**src/sv/qlbs_pkg.sv**
```systemverilog
// Shared constants, command types and codes for the queued LED blink sequencer.
package qlbs_pkg;

	localparam int QUEUE_DEPTH = 8;
	localparam int PTR_W       = (QUEUE_DEPTH > 1) ? $clog2(QUEUE_DEPTH) : 1;
	localparam int CNT_W       = $clog2(QUEUE_DEPTH + 1);
	localparam int FILL_W      = 4;
	localparam int TIMES_W     = 8;
	localparam int DELAY_W     = 16;
	localparam int SPAN_W      = 18;
	localparam int CLOSE_SHIFT = 2;

	localparam logic [SPAN_W-1:0] SPAN_MAX = {SPAN_W{1'b1}};

	localparam logic [1:0] FUNC_TICK    = 2'd0;
	localparam logic [1:0] FUNC_ENQUEUE = 2'd1;
	localparam logic [1:0] FUNC_LED_ON  = 2'd2;
	localparam logic [1:0] FUNC_LED_OFF = 2'd3;

	typedef enum logic [1:0] {
		OP_TICK,
		OP_ENQUEUE,
		OP_LED_ON,
		OP_LED_OFF
	} op_t;

	typedef struct packed {
		op_t                op;
		logic [TIMES_W-1:0] times;
		logic [DELAY_W-1:0] delay_ticks;
		logic               force_req;
	} cmd_t;

	typedef struct packed {
		logic [TIMES_W-1:0] times;
		logic [DELAY_W-1:0] delay_ticks;
	} req_t;

endpackage

```
**src/sv/qlbs_front.sv**
```systemverilog
// Front stage: accepts input items and classifies them into commands.
module qlbs_front (
	input  logic                            clk,
	input  logic                            arst_n,
	input  logic                            in_valid,
	output logic                            in_ready,
	input  logic [1:0]                      func,
	input  logic [qlbs_pkg::TIMES_W-1:0]    times,
	input  logic [qlbs_pkg::DELAY_W-1:0]    delay_ticks,
	input  logic                            force_req,
	output logic                            push_valid,
	input  logic                            push_ready,
	output qlbs_pkg::cmd_t                  push_cmd
);

	logic           valid_s1;
	qlbs_pkg::cmd_t cmd_s1;
	qlbs_pkg::op_t  op_dec;

	always_comb begin
		case (func)
			qlbs_pkg::FUNC_TICK:    op_dec = qlbs_pkg::OP_TICK;
			qlbs_pkg::FUNC_ENQUEUE: op_dec = qlbs_pkg::OP_ENQUEUE;
			qlbs_pkg::FUNC_LED_ON:  op_dec = qlbs_pkg::OP_LED_ON;
			qlbs_pkg::FUNC_LED_OFF: op_dec = qlbs_pkg::OP_LED_OFF;
			default:                op_dec = qlbs_pkg::OP_TICK;
		endcase
	end

	assign in_ready   = !valid_s1 || push_ready;
	assign push_valid = valid_s1;
	assign push_cmd   = cmd_s1;

	always_ff @(posedge clk or negedge arst_n) begin
		if (!arst_n) begin
			valid_s1 <= 1'b0;
		end else if (in_valid && in_ready) begin
			valid_s1 <= 1'b1;
		end else if (push_ready) begin
			valid_s1 <= 1'b0;
		end
	end

	always_ff @(posedge clk) begin
		if (in_valid && in_ready) begin
			cmd_s1.op          <= op_dec;
			cmd_s1.times       <= times;
			cmd_s1.delay_ticks <= delay_ticks;
			cmd_s1.force_req   <= force_req;
		end
	end

endmodule

```
**src/sv/qlbs_cmd_fifo.sv**
```systemverilog
// Two-entry command queue between the front and back stages.
module qlbs_cmd_fifo (
	input  logic           clk,
	input  logic           arst_n,
	input  logic           push_valid,
	output logic           push_ready,
	input  qlbs_pkg::cmd_t push_cmd,
	output logic           pop_valid,
	input  logic           pop_ready,
	output qlbs_pkg::cmd_t pop_cmd
);

	qlbs_pkg::cmd_t ent_q [2];
	logic           wr_ptr_q;
	logic           rd_ptr_q;
	logic [1:0]     cnt_q;
	logic           do_push;
	logic           do_pop;

	assign push_ready = (cnt_q != 2'd2);
	assign pop_valid  = (cnt_q != 2'd0);
	assign pop_cmd    = ent_q[rd_ptr_q];
	assign do_push    = push_valid && push_ready;
	assign do_pop     = pop_valid && pop_ready;

	always_ff @(posedge clk or negedge arst_n) begin
		if (!arst_n) begin
			wr_ptr_q <= 1'b0;
			rd_ptr_q <= 1'b0;
			cnt_q    <= 2'd0;
		end else begin
			if (do_push) begin
				wr_ptr_q <= !wr_ptr_q;
			end
			if (do_pop) begin
				rd_ptr_q <= !rd_ptr_q;
			end
			case ({do_push, do_pop})
				2'b10:   cnt_q <= cnt_q + 2'd1;
				2'b01:   cnt_q <= cnt_q - 2'd1;
				default: cnt_q <= cnt_q;
			endcase
		end
	end

	always_ff @(posedge clk) begin
		if (do_push) begin
			ent_q[wr_ptr_q] <= push_cmd;
		end
	end

endmodule

```
**src/sv/qlbs_back.sv**
```systemverilog
// Back stage: request queue, blink timing state and the result register.
module qlbs_back (
	input  logic                           clk,
	input  logic                           arst_n,
	input  logic                           cmd_valid,
	output logic                           cmd_ready,
	input  qlbs_pkg::cmd_t                 cmd,
	output logic                           out_valid,
	input  logic                           out_ready,
	output logic                           led_level,
	output logic                           busy_res,
	output logic                           accepted,
	output logic [qlbs_pkg::FILL_W-1:0]    queue_fill
);

	// Blink state
	logic                           led_q, active_q, lit_q, closing_q;
	logic [qlbs_pkg::TIMES_W-1:0]   done_q, target_q;
	logic [qlbs_pkg::SPAN_W-1:0]    period_q, elapsed_q;
	logic [qlbs_pkg::PTR_W-1:0]     head_q, tail_q;
	logic [qlbs_pkg::CNT_W-1:0]     fill_q;
	qlbs_pkg::req_t                 store_q [qlbs_pkg::QUEUE_DEPTH];

	// Next state
	logic                           led_n, active_n, lit_n, closing_n;
	logic [qlbs_pkg::TIMES_W-1:0]   done_n, target_n;
	logic [qlbs_pkg::SPAN_W-1:0]    period_n, elapsed_n;
	logic [qlbs_pkg::PTR_W-1:0]     head_n, tail_n;
	logic [qlbs_pkg::CNT_W-1:0]     fill_n;
	logic                           acc_n;
	logic                           wr_en;
	logic                           take;
	logic                           last_blink;
	logic [qlbs_pkg::TIMES_W:0]     done_inc;
	qlbs_pkg::req_t                 head_req;

	// Result register
	logic                           out_valid_q;
	logic                           res_led_q, res_busy_q, res_acc_q;
	logic [qlbs_pkg::FILL_W-1:0]    res_fill_q;

	assign cmd_ready = !out_valid_q || out_ready;
	assign take      = cmd_valid && cmd_ready;
	assign head_req  = store_q[head_q];

	always_comb begin
		led_n      = led_q;
		active_n   = active_q;
		lit_n      = lit_q;
		closing_n  = closing_q;
		done_n     = done_q;
		target_n   = target_q;
		period_n   = period_q;
		elapsed_n  = elapsed_q;
		head_n     = head_q;
		tail_n     = tail_q;
		fill_n     = fill_q;
		acc_n      = 1'b0;
		wr_en      = 1'b0;
		done_inc   = {1'b0, done_q} + {{qlbs_pkg::TIMES_W{1'b0}}, 1'b1};
		last_blink = 1'b0;
		case (cmd.op)
			qlbs_pkg::OP_TICK: begin
				if (active_q && elapsed_q != qlbs_pkg::SPAN_MAX) begin
					elapsed_n = elapsed_q + 1'b1;
				end
				// Start the waiting request when idle
				if (!active_q && fill_q != '0) begin
					target_n  = head_req.times;
					period_n  = {{(qlbs_pkg::SPAN_W-qlbs_pkg::DELAY_W){1'b0}},
						head_req.delay_ticks};
					head_n    = (head_q == qlbs_pkg::PTR_W'(qlbs_pkg::QUEUE_DEPTH - 1))
						? '0 : head_q + 1'b1;
					fill_n    = fill_q - 1'b1;
					elapsed_n = '0;
					led_n     = 1'b1;
					lit_n     = 1'b1;
					active_n  = 1'b1;
					done_n    = '0;
					closing_n = 1'b0;
				end
				last_blink = (done_inc >= {1'b0, target_n});
				if (active_n && elapsed_n > period_n) begin
					if (closing_n) begin
						closing_n = 1'b0;
						active_n  = 1'b0;
					end else if (lit_n) begin
						lit_n     = 1'b0;
						led_n     = 1'b0;
						elapsed_n = '0;
						if (last_blink) begin
							period_n  = period_n << qlbs_pkg::CLOSE_SHIFT;
							closing_n = 1'b1;
						end
					end else begin
						done_n    = done_n + 1'b1;
						lit_n     = 1'b1;
						led_n     = 1'b1;
						elapsed_n = '0;
					end
				end
			end
			qlbs_pkg::OP_ENQUEUE: begin
				if (fill_q < qlbs_pkg::CNT_W'(qlbs_pkg::QUEUE_DEPTH)) begin
					wr_en  = 1'b1;
					tail_n = (tail_q == qlbs_pkg::PTR_W'(qlbs_pkg::QUEUE_DEPTH - 1))
						? '0 : tail_q + 1'b1;
					fill_n = fill_q + 1'b1;
					acc_n  = 1'b1;
				end
			end
			qlbs_pkg::OP_LED_ON: begin
				if (cmd.force_req || !active_q) begin
					led_n = 1'b1;
				end
			end
			qlbs_pkg::OP_LED_OFF: begin
				if (cmd.force_req || !active_q) begin
					led_n = 1'b0;
				end
			end
			default: begin
				led_n = led_q;
			end
		endcase
	end

	always_ff @(posedge clk or negedge arst_n) begin
		if (!arst_n) begin
			led_q       <= 1'b0;
			active_q    <= 1'b0;
			lit_q       <= 1'b1;
			closing_q   <= 1'b0;
			done_q      <= '0;
			target_q    <= '0;
			period_q    <= '0;
			elapsed_q   <= '0;
			head_q      <= '0;
			tail_q      <= '0;
			fill_q      <= '0;
			out_valid_q <= 1'b0;
		end else begin
			if (take) begin
				led_q     <= led_n;
				active_q  <= active_n;
				lit_q     <= lit_n;
				closing_q <= closing_n;
				done_q    <= done_n;
				target_q  <= target_n;
				period_q  <= period_n;
				elapsed_q <= elapsed_n;
				head_q    <= head_n;
				tail_q    <= tail_n;
				fill_q    <= fill_n;
			end
			if (take) begin
				out_valid_q <= 1'b1;
			end else if (out_ready) begin
				out_valid_q <= 1'b0;
			end
		end
	end

	always_ff @(posedge clk) begin
		if (take && wr_en) begin
			store_q[tail_q] <= '{times: cmd.times, delay_ticks: cmd.delay_ticks};
		end
		if (take) begin
			res_led_q  <= led_n;
			res_busy_q <= active_n;
			res_acc_q  <= acc_n;
			res_fill_q <= qlbs_pkg::FILL_W'(fill_n);
		end
	end

	assign out_valid  = out_valid_q;
	assign led_level  = res_led_q;
	assign busy_res   = res_busy_q;
	assign accepted   = res_acc_q;
	assign queue_fill = res_fill_q;

endmodule

```
**src/sv/queued_led_blink_sequencer_unit.sv**
```systemverilog
// Top level of the queued LED blink sequencer: front stage, command queue, back stage.
// Each input item (tick, enqueue, LED on, LED off) yields exactly one result item that
// shows the LED level, the busy flag, the enqueue acceptance and the request queue fill
// after that item. One item is taken per clock while out_ready stays high; an item's
// result passes through the input register, the two-entry command queue and the
// result register, and the back stage updates all counters and flags of the blink state
// together when it takes a command. The request queue holds eight requests.
module queued_led_blink_sequencer_unit (
	input  logic                            clk,
	input  logic                            arst_n,
	input  logic                            in_valid,
	output logic                            in_ready,
	input  logic [1:0]                      func,
	input  logic [qlbs_pkg::TIMES_W-1:0]    times,
	input  logic [qlbs_pkg::DELAY_W-1:0]    delay_ticks,
	input  logic                            force_req,
	output logic                            out_valid,
	input  logic                            out_ready,
	output logic                            led_level,
	output logic                            busy_res,
	output logic                            accepted,
	output logic [qlbs_pkg::FILL_W-1:0]     queue_fill
);

	logic           push_valid, push_ready;
	logic           pop_valid, pop_ready;
	qlbs_pkg::cmd_t push_cmd, pop_cmd;

	qlbs_front u_front (
		.clk         (clk),
		.arst_n      (arst_n),
		.in_valid    (in_valid),
		.in_ready    (in_ready),
		.func        (func),
		.times       (times),
		.delay_ticks (delay_ticks),
		.force_req   (force_req),
		.push_valid  (push_valid),
		.push_ready  (push_ready),
		.push_cmd    (push_cmd)
	);

	qlbs_cmd_fifo u_cmd_fifo (
		.clk        (clk),
		.arst_n     (arst_n),
		.push_valid (push_valid),
		.push_ready (push_ready),
		.push_cmd   (push_cmd),
		.pop_valid  (pop_valid),
		.pop_ready  (pop_ready),
		.pop_cmd    (pop_cmd)
	);

	qlbs_back u_back (
		.clk        (clk),
		.arst_n     (arst_n),
		.cmd_valid  (pop_valid),
		.cmd_ready  (pop_ready),
		.cmd        (pop_cmd),
		.out_valid  (out_valid),
		.out_ready  (out_ready),
		.led_level  (led_level),
		.busy_res   (busy_res),
		.accepted   (accepted),
		.queue_fill (queue_fill)
	);

endmodule
```
**config.mk**
```make
export PLATFORM = sky130hd
export DESIGN_NAME = queued_led_blink_sequencer_unit
export DESIGN_NICKNAME = d
export VERILOG_FILES = /design/src/sv/qlbs_pkg.sv /design/src/sv/qlbs_front.sv /design/src/sv/qlbs_cmd_fifo.sv /design/src/sv/qlbs_back.sv /design/src/sv/queued_led_blink_sequencer_unit.sv
export SDC_FILE = /design/constraint.sdc
export NUM_CORES = 1
export LEC_CHECK = 0
export BUFFER_PORTS_ARGS = -buffer_cell sky130_fd_sc_hd__buf_2
export CELL_PAD_IN_SITES_DETAIL_PLACEMENT = 0
export CELL_PAD_IN_SITES_GLOBAL_PLACEMENT = 2
export CORE_UTILIZATION = 42
export DETAILED_ROUTE_END_ITERATION = 10
export GPL_ROUTABILITY_DRIVEN = 0
export PLACE_DENSITY_LB_ADDON = 0.2
export SLEW_MARGIN = 20
export SYNTH_ARGS = -nofsm -noshare
export SYNTH_HDL_FRONTEND = slang
export SYNTH_SLANG_ARGS = --single-unit
```
**constraint.sdc**
```tcl
create_clock -name clk -period 3.85 [get_ports clk]
set_input_delay 0.385 -clock clk [delete_from_list [all_inputs] [get_ports clk]]
set_output_delay 0.385 -clock clk [all_outputs]
set_load 0.1 [all_outputs]
```
* Word-level counts from Yosys, hierarchy flattened *
Memories as Yosys holds them, arrays and structs flattened.
Cells that the tools add are included.

operators by class
  add/sub/neg operators = 9
  order comparisons = 3
  equality and inequality tests = 12
  mux-type cells = 57
  reductions and logical operators = 25

operators by type and width
  cell                                                              count
  18-bit 2-to-1 mux                                                 11
  8-bit 2-to-1 mux                                                  7
  1-bit 2-to-1 mux                                                  31
  18-bit by 1-bit adder with 18-bit output (second input constant)  1
  18-bit > comparator                                               1
  18-bit != test (second input constant)                            1
  2-bit == test (second input constant)                             5
  8-bit by 1-bit adder with 9-bit output (second input constant)    1
  9-bit by 8-bit >= comparator with 1-bit output                    1
  8-bit by 1-bit adder with 8-bit output (second input constant)    1
  4-bit 2-to-1 mux                                                  2
  2-bit case mux with 4 select lines                                1
  4-bit case mux with 2 select lines                                1
  2-bit nonzero test                                                4
  1-bit logical AND                                                 7
  3-bit by 1-bit adder with 3-bit output (second input constant)    2
  2-bit by 1-bit == test with 1-bit output (second input constant)  3
  3-bit == test (second input constant)                             2
  3-bit 2-to-1 mux                                                  2
  3-bit AND reduction                                               2
  1-bit zero test                                                   5
  4-bit by 1-bit adder with 4-bit output (second input constant)    1
  2-bit zero test                                                   2
  4-bit < comparator (second input constant)                        1
  9 further kinds                                                   11

word-level totals
  bits in registers = 106
  memory bits (writable) = 246
  bits of input ports = 31
  output and inout bits = 9
  logic and storage cells = 132
  memories = 2

memory list
  memory            depth  width  read ports  clocked after memory_dff  wr ports  RTL line             RTL
  u_back.store_q    8      24     1           0                         1         qlbs_back.sv:22      qlbs_pkg::req_t store_q [qlbs_pkg::QUEUE_DEPTH];
  u_cmd_fifo.ent_q  2      27     1           0                         1         qlbs_cmd_fifo.sv:13  qlbs_pkg::cmd_t ent_q [2];

* Depth between registers and ports, before layout *
Gate-level depths: netlist (run 1).

  word-level depth = 9
  mapped depth = 20
  gate-level depth less buffers = 15

* By module *
Synthesis (run 1) repeated with hierarchy kept, for this count alone.

unflattened totals
  cell total of the unflattened synthesis = 1008
  area total of the unflattened synthesis = 15314.7 µm²

modules (own cells, without submodules)
  module         times used  cells an instance  area an instance (µm²)
  qlbs_back      1           874                12288.0
  qlbs_cmd_fifo  1           101                2154.6
  qlbs_front     1           33                 872.1

* Worst setup path before layout (run 1) *
Ideal clock, no wire load.

  path type = register to register
  start point = register u_back.fill_q[0] (netlist bit)
  end point = register u_back.period_q[14] (netlist bit)
  setup time = 0.126 ns
  data arrival time = 3.589 ns
  setup slack = 0.134 ns
  cell stages (with the launch flop) = 20
  buffers on the path = 5
  period minus slack after synthesis = 3.716 ns
  path through = dfrtp_1 > inv_1 > ha_1 > nor3b_2 > or2_1 > buf_4 > buf_2 > buf_2 > buf_2 > o21ai_0 > nor2_1 > ha_1 > nand4_1 > o21bai_1 > a21o_1 > a211o_1 > a21oi_2 > nand2_1 > buf_2 > a221o_1

between the ends
  word-level cells in the longest chain between the ends = 9

RTL lines
  what                                            RTL line          RTL
  start, declared                                 qlbs_back.sv:21   logic [qlbs_pkg::CNT_W-1:0] fill_q;
  start signal, assigned                          qlbs_back.sv:154  fill_q <= fill_n;
  4-bit nonzero test (*)                          qlbs_back.sv:68   if (!active_q && fill_q != '0) begin
  1-bit logical AND (*)                           qlbs_back.sv:68
  8-bit 2-to-1 mux                                qlbs_back.sv:68
  8-bit 2-to-1 mux                                qlbs_back.sv:62   case (cmd.op)
  9-bit by 8-bit >= comparator with 1-bit output  qlbs_back.sv:82   last_blink = (done_inc >= {1'b0, target_n});
  18-bit 2-to-1 mux                               qlbs_back.sv:91   if (last_blink) begin
  18-bit 2-to-1 mux                               qlbs_back.sv:87   end else if (lit_n) begin
  18-bit 2-to-1 mux                               qlbs_back.sv:84   if (closing_n) begin
  18-bit 2-to-1 mux (*)                           qlbs_back.sv:83   if (active_n && elapsed_n > period_n) begin
  end signal, assigned                            qlbs_back.sv:150  period_q <= period_n;
  end, declared                                   qlbs_back.sv:19   logic [qlbs_pkg::SPAN_W-1:0] period_q, elapsed_q;

Mark *: on every way between the ends. The rest lies on a longest branch, timed or not. The select of a mux whose other input is x is not followed.
A chain may end at the register's enable or synchronous reset.

* Worst setup path in the final report (run 1) *
  start point = register u_back.head_q[0] (netlist bit)
  end point = register u_back.period_q[6] (netlist bit)

between the ends
  word-level cells in the longest chain between the ends = 8

RTL lines
  what                                            RTL line          RTL
  start, declared                                 qlbs_back.sv:20   logic [qlbs_pkg::PTR_W-1:0] head_q, tail_q;
  start signal, assigned                          qlbs_back.sv:152  head_q <= head_n;
  memory 8 x 24 bit (*)                           --
  8-bit 2-to-1 mux                                qlbs_back.sv:68
  8-bit 2-to-1 mux                                qlbs_back.sv:62
  9-bit by 8-bit >= comparator with 1-bit output  qlbs_back.sv:82
  18-bit 2-to-1 mux                               qlbs_back.sv:91
  18-bit 2-to-1 mux                               qlbs_back.sv:87
  18-bit 2-to-1 mux                               qlbs_back.sv:84
  18-bit 2-to-1 mux (*)                           qlbs_back.sv:83

Marked as above.

==> impl_metrics.json, run 1 <==
{
  "status": "finished clean",
  "critical_path_class": "register to register",
  "slowest_stage": "mux4_2",
  "rows": 69,
  "synth_cell_types": 59,
  "busiest_layer": "met2",
  "worstPathRequired_ns": 4.28,
  "synthesis.nets": 1044,
  "dpl_worst_slack_ns": 0.0726,
  "worstSetupStartpointType": "register",
  "numCtsBuffers": 39,
  "fin_ws_ns": 0.205,
  "grt_overflow_total": 0,
  "path_cells": "buf_12, mux4_2, mux2i_1, nor2_1, a21oi_2, ha_1, nand4_1, a21o_1, a211o_1, a21oi_4, nand2_1, buf_4, a221o_1",
  "initial_utilization": 0.426,
  "grt_max_degree": 73,
  "placed_cells": 1474,
  "area_growth_pct": 17.9,
  "grt_usage": 0.180,
  "synthCells": 976,
  "tightest_slew_ns": 0.745,
  "fin_tns_setup_ns": 0,
  "layoutNonFillerInstCount": 1575,
  "clockRootBuffer": "clkbuf_16",
  "slew_viol_final": 0,
  "synth_area_um2": 15100,
  "first_iter_violations": 510,
  "path_max_fanout": 23,
  "final_cell_mix": "280 x edfxtp_1, 79 x nor2_1, 68 x dfrtp_1",
  "vias": 8433,
  "p_per_area_nw_per_um2": 766,
  "postPlaceCellArea_um2": 16200,
  "first_pass_iters": 7,
  "die_x_um": 192,
  "antenna_left": 0,
  "arrival_ns": 4.07,
  "die_area_um2": 36800,
  "hp-class": "primary input to register",
  "portBuffers": 39,
  "stdcell_area_um2": 17800,
  "grt_pass1_vias": 8470,
  "setup_violations": 0,
  "coreArea_um2": 35600,
  "finalNetCount": 1154,
  "clkTransAtPathRegs_ns": 0.06,
  "hold_violations": 0,
  "synth_top_area_frac": 0.555,
  "totalWireLength_um": 31500,
  "grt_util_met2": 0.289,
  "end_kind": "register",
  "ys_seq_elements": 352,
  "synth.largest_area_cell": "edfxtp_1",
  "cap_violations": 0,
  "cts_tree": "built",
  "final_common_cell": "edfxtp_1",
  "worst-path-buf-inv": 2,
  "whs_ns": 0.0303,
  "die_h_um": 192,
  "critPathMaxStageDelay_ns": 0.51,
  "grtUsageMet3": 0.0276,
  "grt_pass1_wl_um": 49900,
  "clock.fmax_ghz": 0.274,
  "synth_area_leaders": "edfxtp_1 56%, dfrtp_1 12%, mux4_2 7.1%",
  "syn_avg_cell_area_um2": 15.5,
  "global_route.usage.met1": 0.251,
  "max-slew-margin-rel": 0.504,
  "period_minus_slack_ns": 3.64,
  "peakVddDrop_mv": 0.642,
  "clock_path_buffers": 3,
  "antenna_found_initial": 0,
  "power.leakage_nw": 6.51,
  "synth_edf_count": 280,
  "synthFlopType": "edfxtp_1",
  "vias_per_cell": 5.35,
  "drive_above_1_share": 0.246,
  "ys_seq_area_frac": 0.674,
  "drc": 0,
  "htree_num_levels": 2,
  "dp_hpwl_um": 18800,
  "ys_warn_count": 0,
  "boundaryPins": 40,
  "async_reset_ff_frac": 0.205,
  "numClockSinks": 352,
  "antenna_cells": 0,
  "clock_latency_ns": 0.55,
  "wl_per_cell_um": 20.0,
  "fin_crit_sh": 0.947,
  "crit_family": "compound AO/OA/AOI/OAI gates",
  "finalClockSkew_ns": 0.0179
}
-- per-stage QoR --
step / util / total power [mW]
2_1_floorplan: - / 8.59
3_3_place_gp: 0.455 / 9.77
3_5_place_dp: 0.455 / 9.85
4_1_cts: 0.499 / 13.8
5_1_grt: 0.502 / 14.4
6_report: 0.502 / 13.7
-- Yosys cell counts, drive strengths merged, types with 6 or more instances --
master and number:
a211oi 6, a21o 7, a21oi 43, a221o 14, a22o 13, a31oi 9, and2 6, and3 20
buf 33, clkbuf 16, dfrtp 71, edfxtp 280, ha 37, inv 15, mux2 32, mux2i 28
mux4 48, nand2 62, nand2b 8, nand3 25, nand4 11, nor2 88, nor3 8, o211ai 6
o21ai 22, xnor2 11, xor2 21
-- layer usage --
layer / share of wire / vias to the layer above
met5: 0 / -
met4: 0.019 / 0
met3: 0.034 / 45
met2: 0.47 / 162
met1: 0.47 / 4228
li1: - / 3998
-- cell type report --
cell class                 instances  area [µm²]
clock buffer                      47        1010
fill                            3029       17700
timing repair buffer             118         985
tap                              461         577
inverter                          15        56.3
sequential                       352       10200
clock inverter                    22         305
multi-input combinational        560        4710
-- path summary, 6_finish.rpt --
| kind | from | end | slack [ns] | cells after the start |
|---|---|---|---|---|
| setup / recovery | u_back.head_q[0] | u_back.period_q[6] | 0.21 | 13 |
| setup reg to reg | u_back.head_q[0] | u_back.period_q[6] | 0.21 | 13 |
| hold reg to reg | u_front.push_cmd[22] | u_cmd_fifo.ent_q[1][22] | 0.44 | 0 |
| min in group asynchronous | arst_n | u_back.out_valid | 0.44 | 2 |
| hold / removal | times[0] | u_front.push_cmd[17] | 0.03 | 1 |
| max in group asynchronous | arst_n | u_back.elapsed_q[14] | 2.85 | 2 |
-- sequential cells by signal, summed over array words and instances (netlist names), 2 cells and up --
register and count:
u_back.done_q 8, u_back.elapsed_q 18, u_back.store_q 192, u_cmd_fifo.cnt_q 2, u_back.tail_q 3, u_back.target_q 8, u_back.head_q 3, u_back.period_q 18
u_cmd_fifo.ent_q 54, u_back.queue_fill 4, u_front.push_cmd 27, u_back.fill_q 4
-- worst register-to-register path: cells and delay by family (launching register included) --
family,cells,cell delay (ns)
AND/OR/NAND/NOR,3,0.42
multiplexers,2,0.83
adder cells (fa/ha/maj),1,0.16
buffers and inverters,2,0.42
AO/OA/AOI/OAI,5,1.26
flip-flops,1,0.44
-- cell families after synthesis --
logic type / count (synthesis) / synth area share
DFF: 352 / 0.674
and+or+nand+nor: 247 / 0.0777
AOI/OAI and AO/OA: 136 / 0.0648
muxes: 108 / 0.114
buffers and inverters: 64 / 0.0207
adders and majority gates: 37 / 0.0306
xor gates and xnor gates: 32 / 0.0185
-- what timing repair did --
action                                 4_1_cts  5_1_grt
endpoints found under the hold margin       25       71
setup endpoints to repair                    0       48
buffers inserted                             0        6
resized for setup                            0       12
hold buffers                                25        1
-- power by group --
part           leakage (nW)  internal (mW)  switching [mW]  total, mW
clock                 0.647           2.35            1.51       3.85
sequential             3.46           5.12           0.316       5.43
combinational          2.40           1.75            2.64       4.38
total                  6.51           9.21            4.46       13.7
No activity file was read; power rests on OpenSTA's default activity.
==> inputs of run 2 (changes only) <==
Settings changed: CORE_UTILIZATION 42 to 46.
Clock period 3.85 ns to 3.73 ns, I/O delays scaled along.
==> impl_metrics.json, run 2 (synthesized netlist as in run 1, its figures left out) <==
{
  "coreArea_um2": 32500,
  "portBuffers": 39,
  "p_per_area_nw_per_um2": 783,
  "period_minus_slack_ns": 3.59,
  "power.leakage_nw": 6.55,
  "numCtsBuffers": 38,
  "slew_viol_final": 0,
  "crit_family": "compound AO/OA/AOI/OAI gates",
  "route.met2.wl_um": 14900,
  "die_x_um": 183,
  "dp_hpwl_um": 19300,
  "peakVddDrop_mv": 0.534,
  "drive_above_1_share": 0.267,
  "rows": 66,
  "whs_path_depth": 1,
  "fin_crit_sh": 0.962,
  "clock_latency_ns": 0.54,
  "hp-class": "primary input to register",
  "die_h_um": 183,
  "totalWireLength_um": 31000,
  "finalNetCount": 1166,
  "grt_usage": 0.192,
  "vias": 8440,
  "regMostFlops": "u_back.store_q",
  "arrival_ns": 4.00,
  "largest_reg_flops": 192,
  "worstSetupStartpointType": "register",
  "grt_max_degree": 73,
  "htree_num_levels": 2,
  "layoutNonFillerInstCount": 1565,
  "hold_violations": 0,
  "fin_tns_setup_ns": 0,
  "r2r-end": "u_back.period_q[2]",
  "tightest_slew_ns": 0.737,
  "rrSetupSlack_ns": 0.14,
  "startpoint": "u_back.head_q[0]",
  "grt_pass1_wl_um": 49200,
  "antenna_found_initial": 0,
  "final_cell_mix": "280 x edfxtp_1, 72 x nor2_1, 68 x dfrtp_1",
  "clock_path_buffers": 3,
  "critical_path_class": "register to register",
  "area_growth_pct": 18.5,
  "setup_violations": 0,
  "boundaryPins": 40,
  "final_common_cell": "edfxtp_1",
  "initial_utilization": 0.467,
  "rr_startpoint": "u_back.head_q[0]",
  "worst-path-buf-inv": 3,
  "status": "finished clean",
  "antenna_left": 0,
  "dr_wl_met3_um": 1040,
  "path_max_fanout": 12,
  "placed_cells": 1466,
  "rsz0062_at_grt": "true",
  "clockRootBuffer": "clkbuf_16",
  "slowest_stage": "mux4_2",
  "grt_overflow_total": 0,
  "first_pass_iters": 5,
  "clkTransAtPathRegs_ns": 0.06,
  "finalClockSkew_ns": 0.0250,
  "min_from": "delay_ticks[9]",
  "antenna_cells": 0,
  "grt_pass1_vias": 8726,
  "final_util": 0.553,
  "worstHoldEndpoint": "u_front.push_cmd[10]",
  "cts_tree": "built",
  "end_kind": "register",
  "numClockSinks": 352,
  "clock.fmax_ghz": 0.279,
  "first_iter_violations": 552,
  "cap_violations": 0,
  "wl_per_cell_um": 19.8,
  "worstPathRequired_ns": 4.15,
  "critPathMaxStageDelay_ns": 0.53,
  "drc": 0,
  "m1WireLength_um": 14500,
  "top_layer_used": "met4",
  "path_cells": "buf_12, buf_12, mux4_2, mux2i_4, nor2_2, a21oi_2, ha_1, nand4_1, a21o_1, a211o_1, a21oi_2, nand2_1, buf_4, a221o_1",
  "reg2reg_depth": 14,
  "vias_per_cell": 5.39,
  "die_area_um2": 33700,
  "max-slew-margin-rel": 0.509
}
## run 2: cell count changes in the layout (fill, tap and decap cells not counted), moves of 3 or more
cell / change
clkinv_1: +6
bufinv_16: -3
nor2_2: +7
clkinv_2: -6
nor2_1: -7
clkbuf_1: -5
buf_4: +12
clkbuf_8: +3
## run 2: layout make-up
type | instances | area [µm²]
fill | 2626 | 14500
sequential | 352 | 10200
multi-input combinational | 560 | 4760
timing repair buffer | 131 | 1110
clock buffer | 44 | 1000
tap | 442 | 553
clock inverter | 21 | 241
inverter | 15 | 56.3
## run 2: layer usage
layer  up-vias  global-route usage
met5         -                   0
met4         0              0.0527
met3        42              0.0246
met2       154               0.322
met1      4237               0.266
li1       4007                   -
## run 2: report_power, final
part           internal [mW]  switching [mW]  total, mW
sequential              5.28           0.309       5.59
clock                   2.21            1.52       3.74
combinational           1.93            2.79       4.73
## run 2: through the flow
step / hold WS, ns / power, mW / worst slack, ns / cell area [µm²]
after floorplan: 0.0774 / 8.87 / 0.0144 / 15100
after global placement: 0.422 / 10.2 / 0.0435 / 16200
after detailed placement: 0.433 / 10.3 / 0.0286 / 16200
after CTS: 0.00185 / 14.1 / 0.0189 / 17700
after global routing: 0.00466 / 14.8 / -0.0126 / 17900
final: 0.0223 / 14.1 / 0.143 / 17900
## run 2: worst max-delay path by stage
stage | end | slack [ns] | depth (start not counted)
2_1_floorplan | u_back.period_q[14] | 0.01 | 19
3_3_place_gp | u_back.period_q[3] | 0.04 | 15
3_5_place_dp | u_back.period_q[3] | 0.03 | 15
4_1_cts | u_back.elapsed_q[9] | 0.02 | 15
5_1_grt | u_back.period_q[4] | -0.01 | 16
6_report | u_back.period_q[2] | 0.14 | 14
## run 2: worst reg2reg max path, delay by kind of cell (launching register included)
family	cells	cell delay (ns)
flip-flops	1	0.44
adder cells (fa/ha/maj)	1	0.19
AND/OR/NAND/NOR	3	0.38
multiplexers	2	0.72
buffers and inverters	3	0.53
AO/OA/AOI/OAI	5	1.20
## run 2: repair_timing
item	CTS	global route
endpoints found under the hold margin	23	71
gates resized for setup	0	29
hold buffers	23	1
buffers inserted	0	9
setup endpoints to repair	0	44
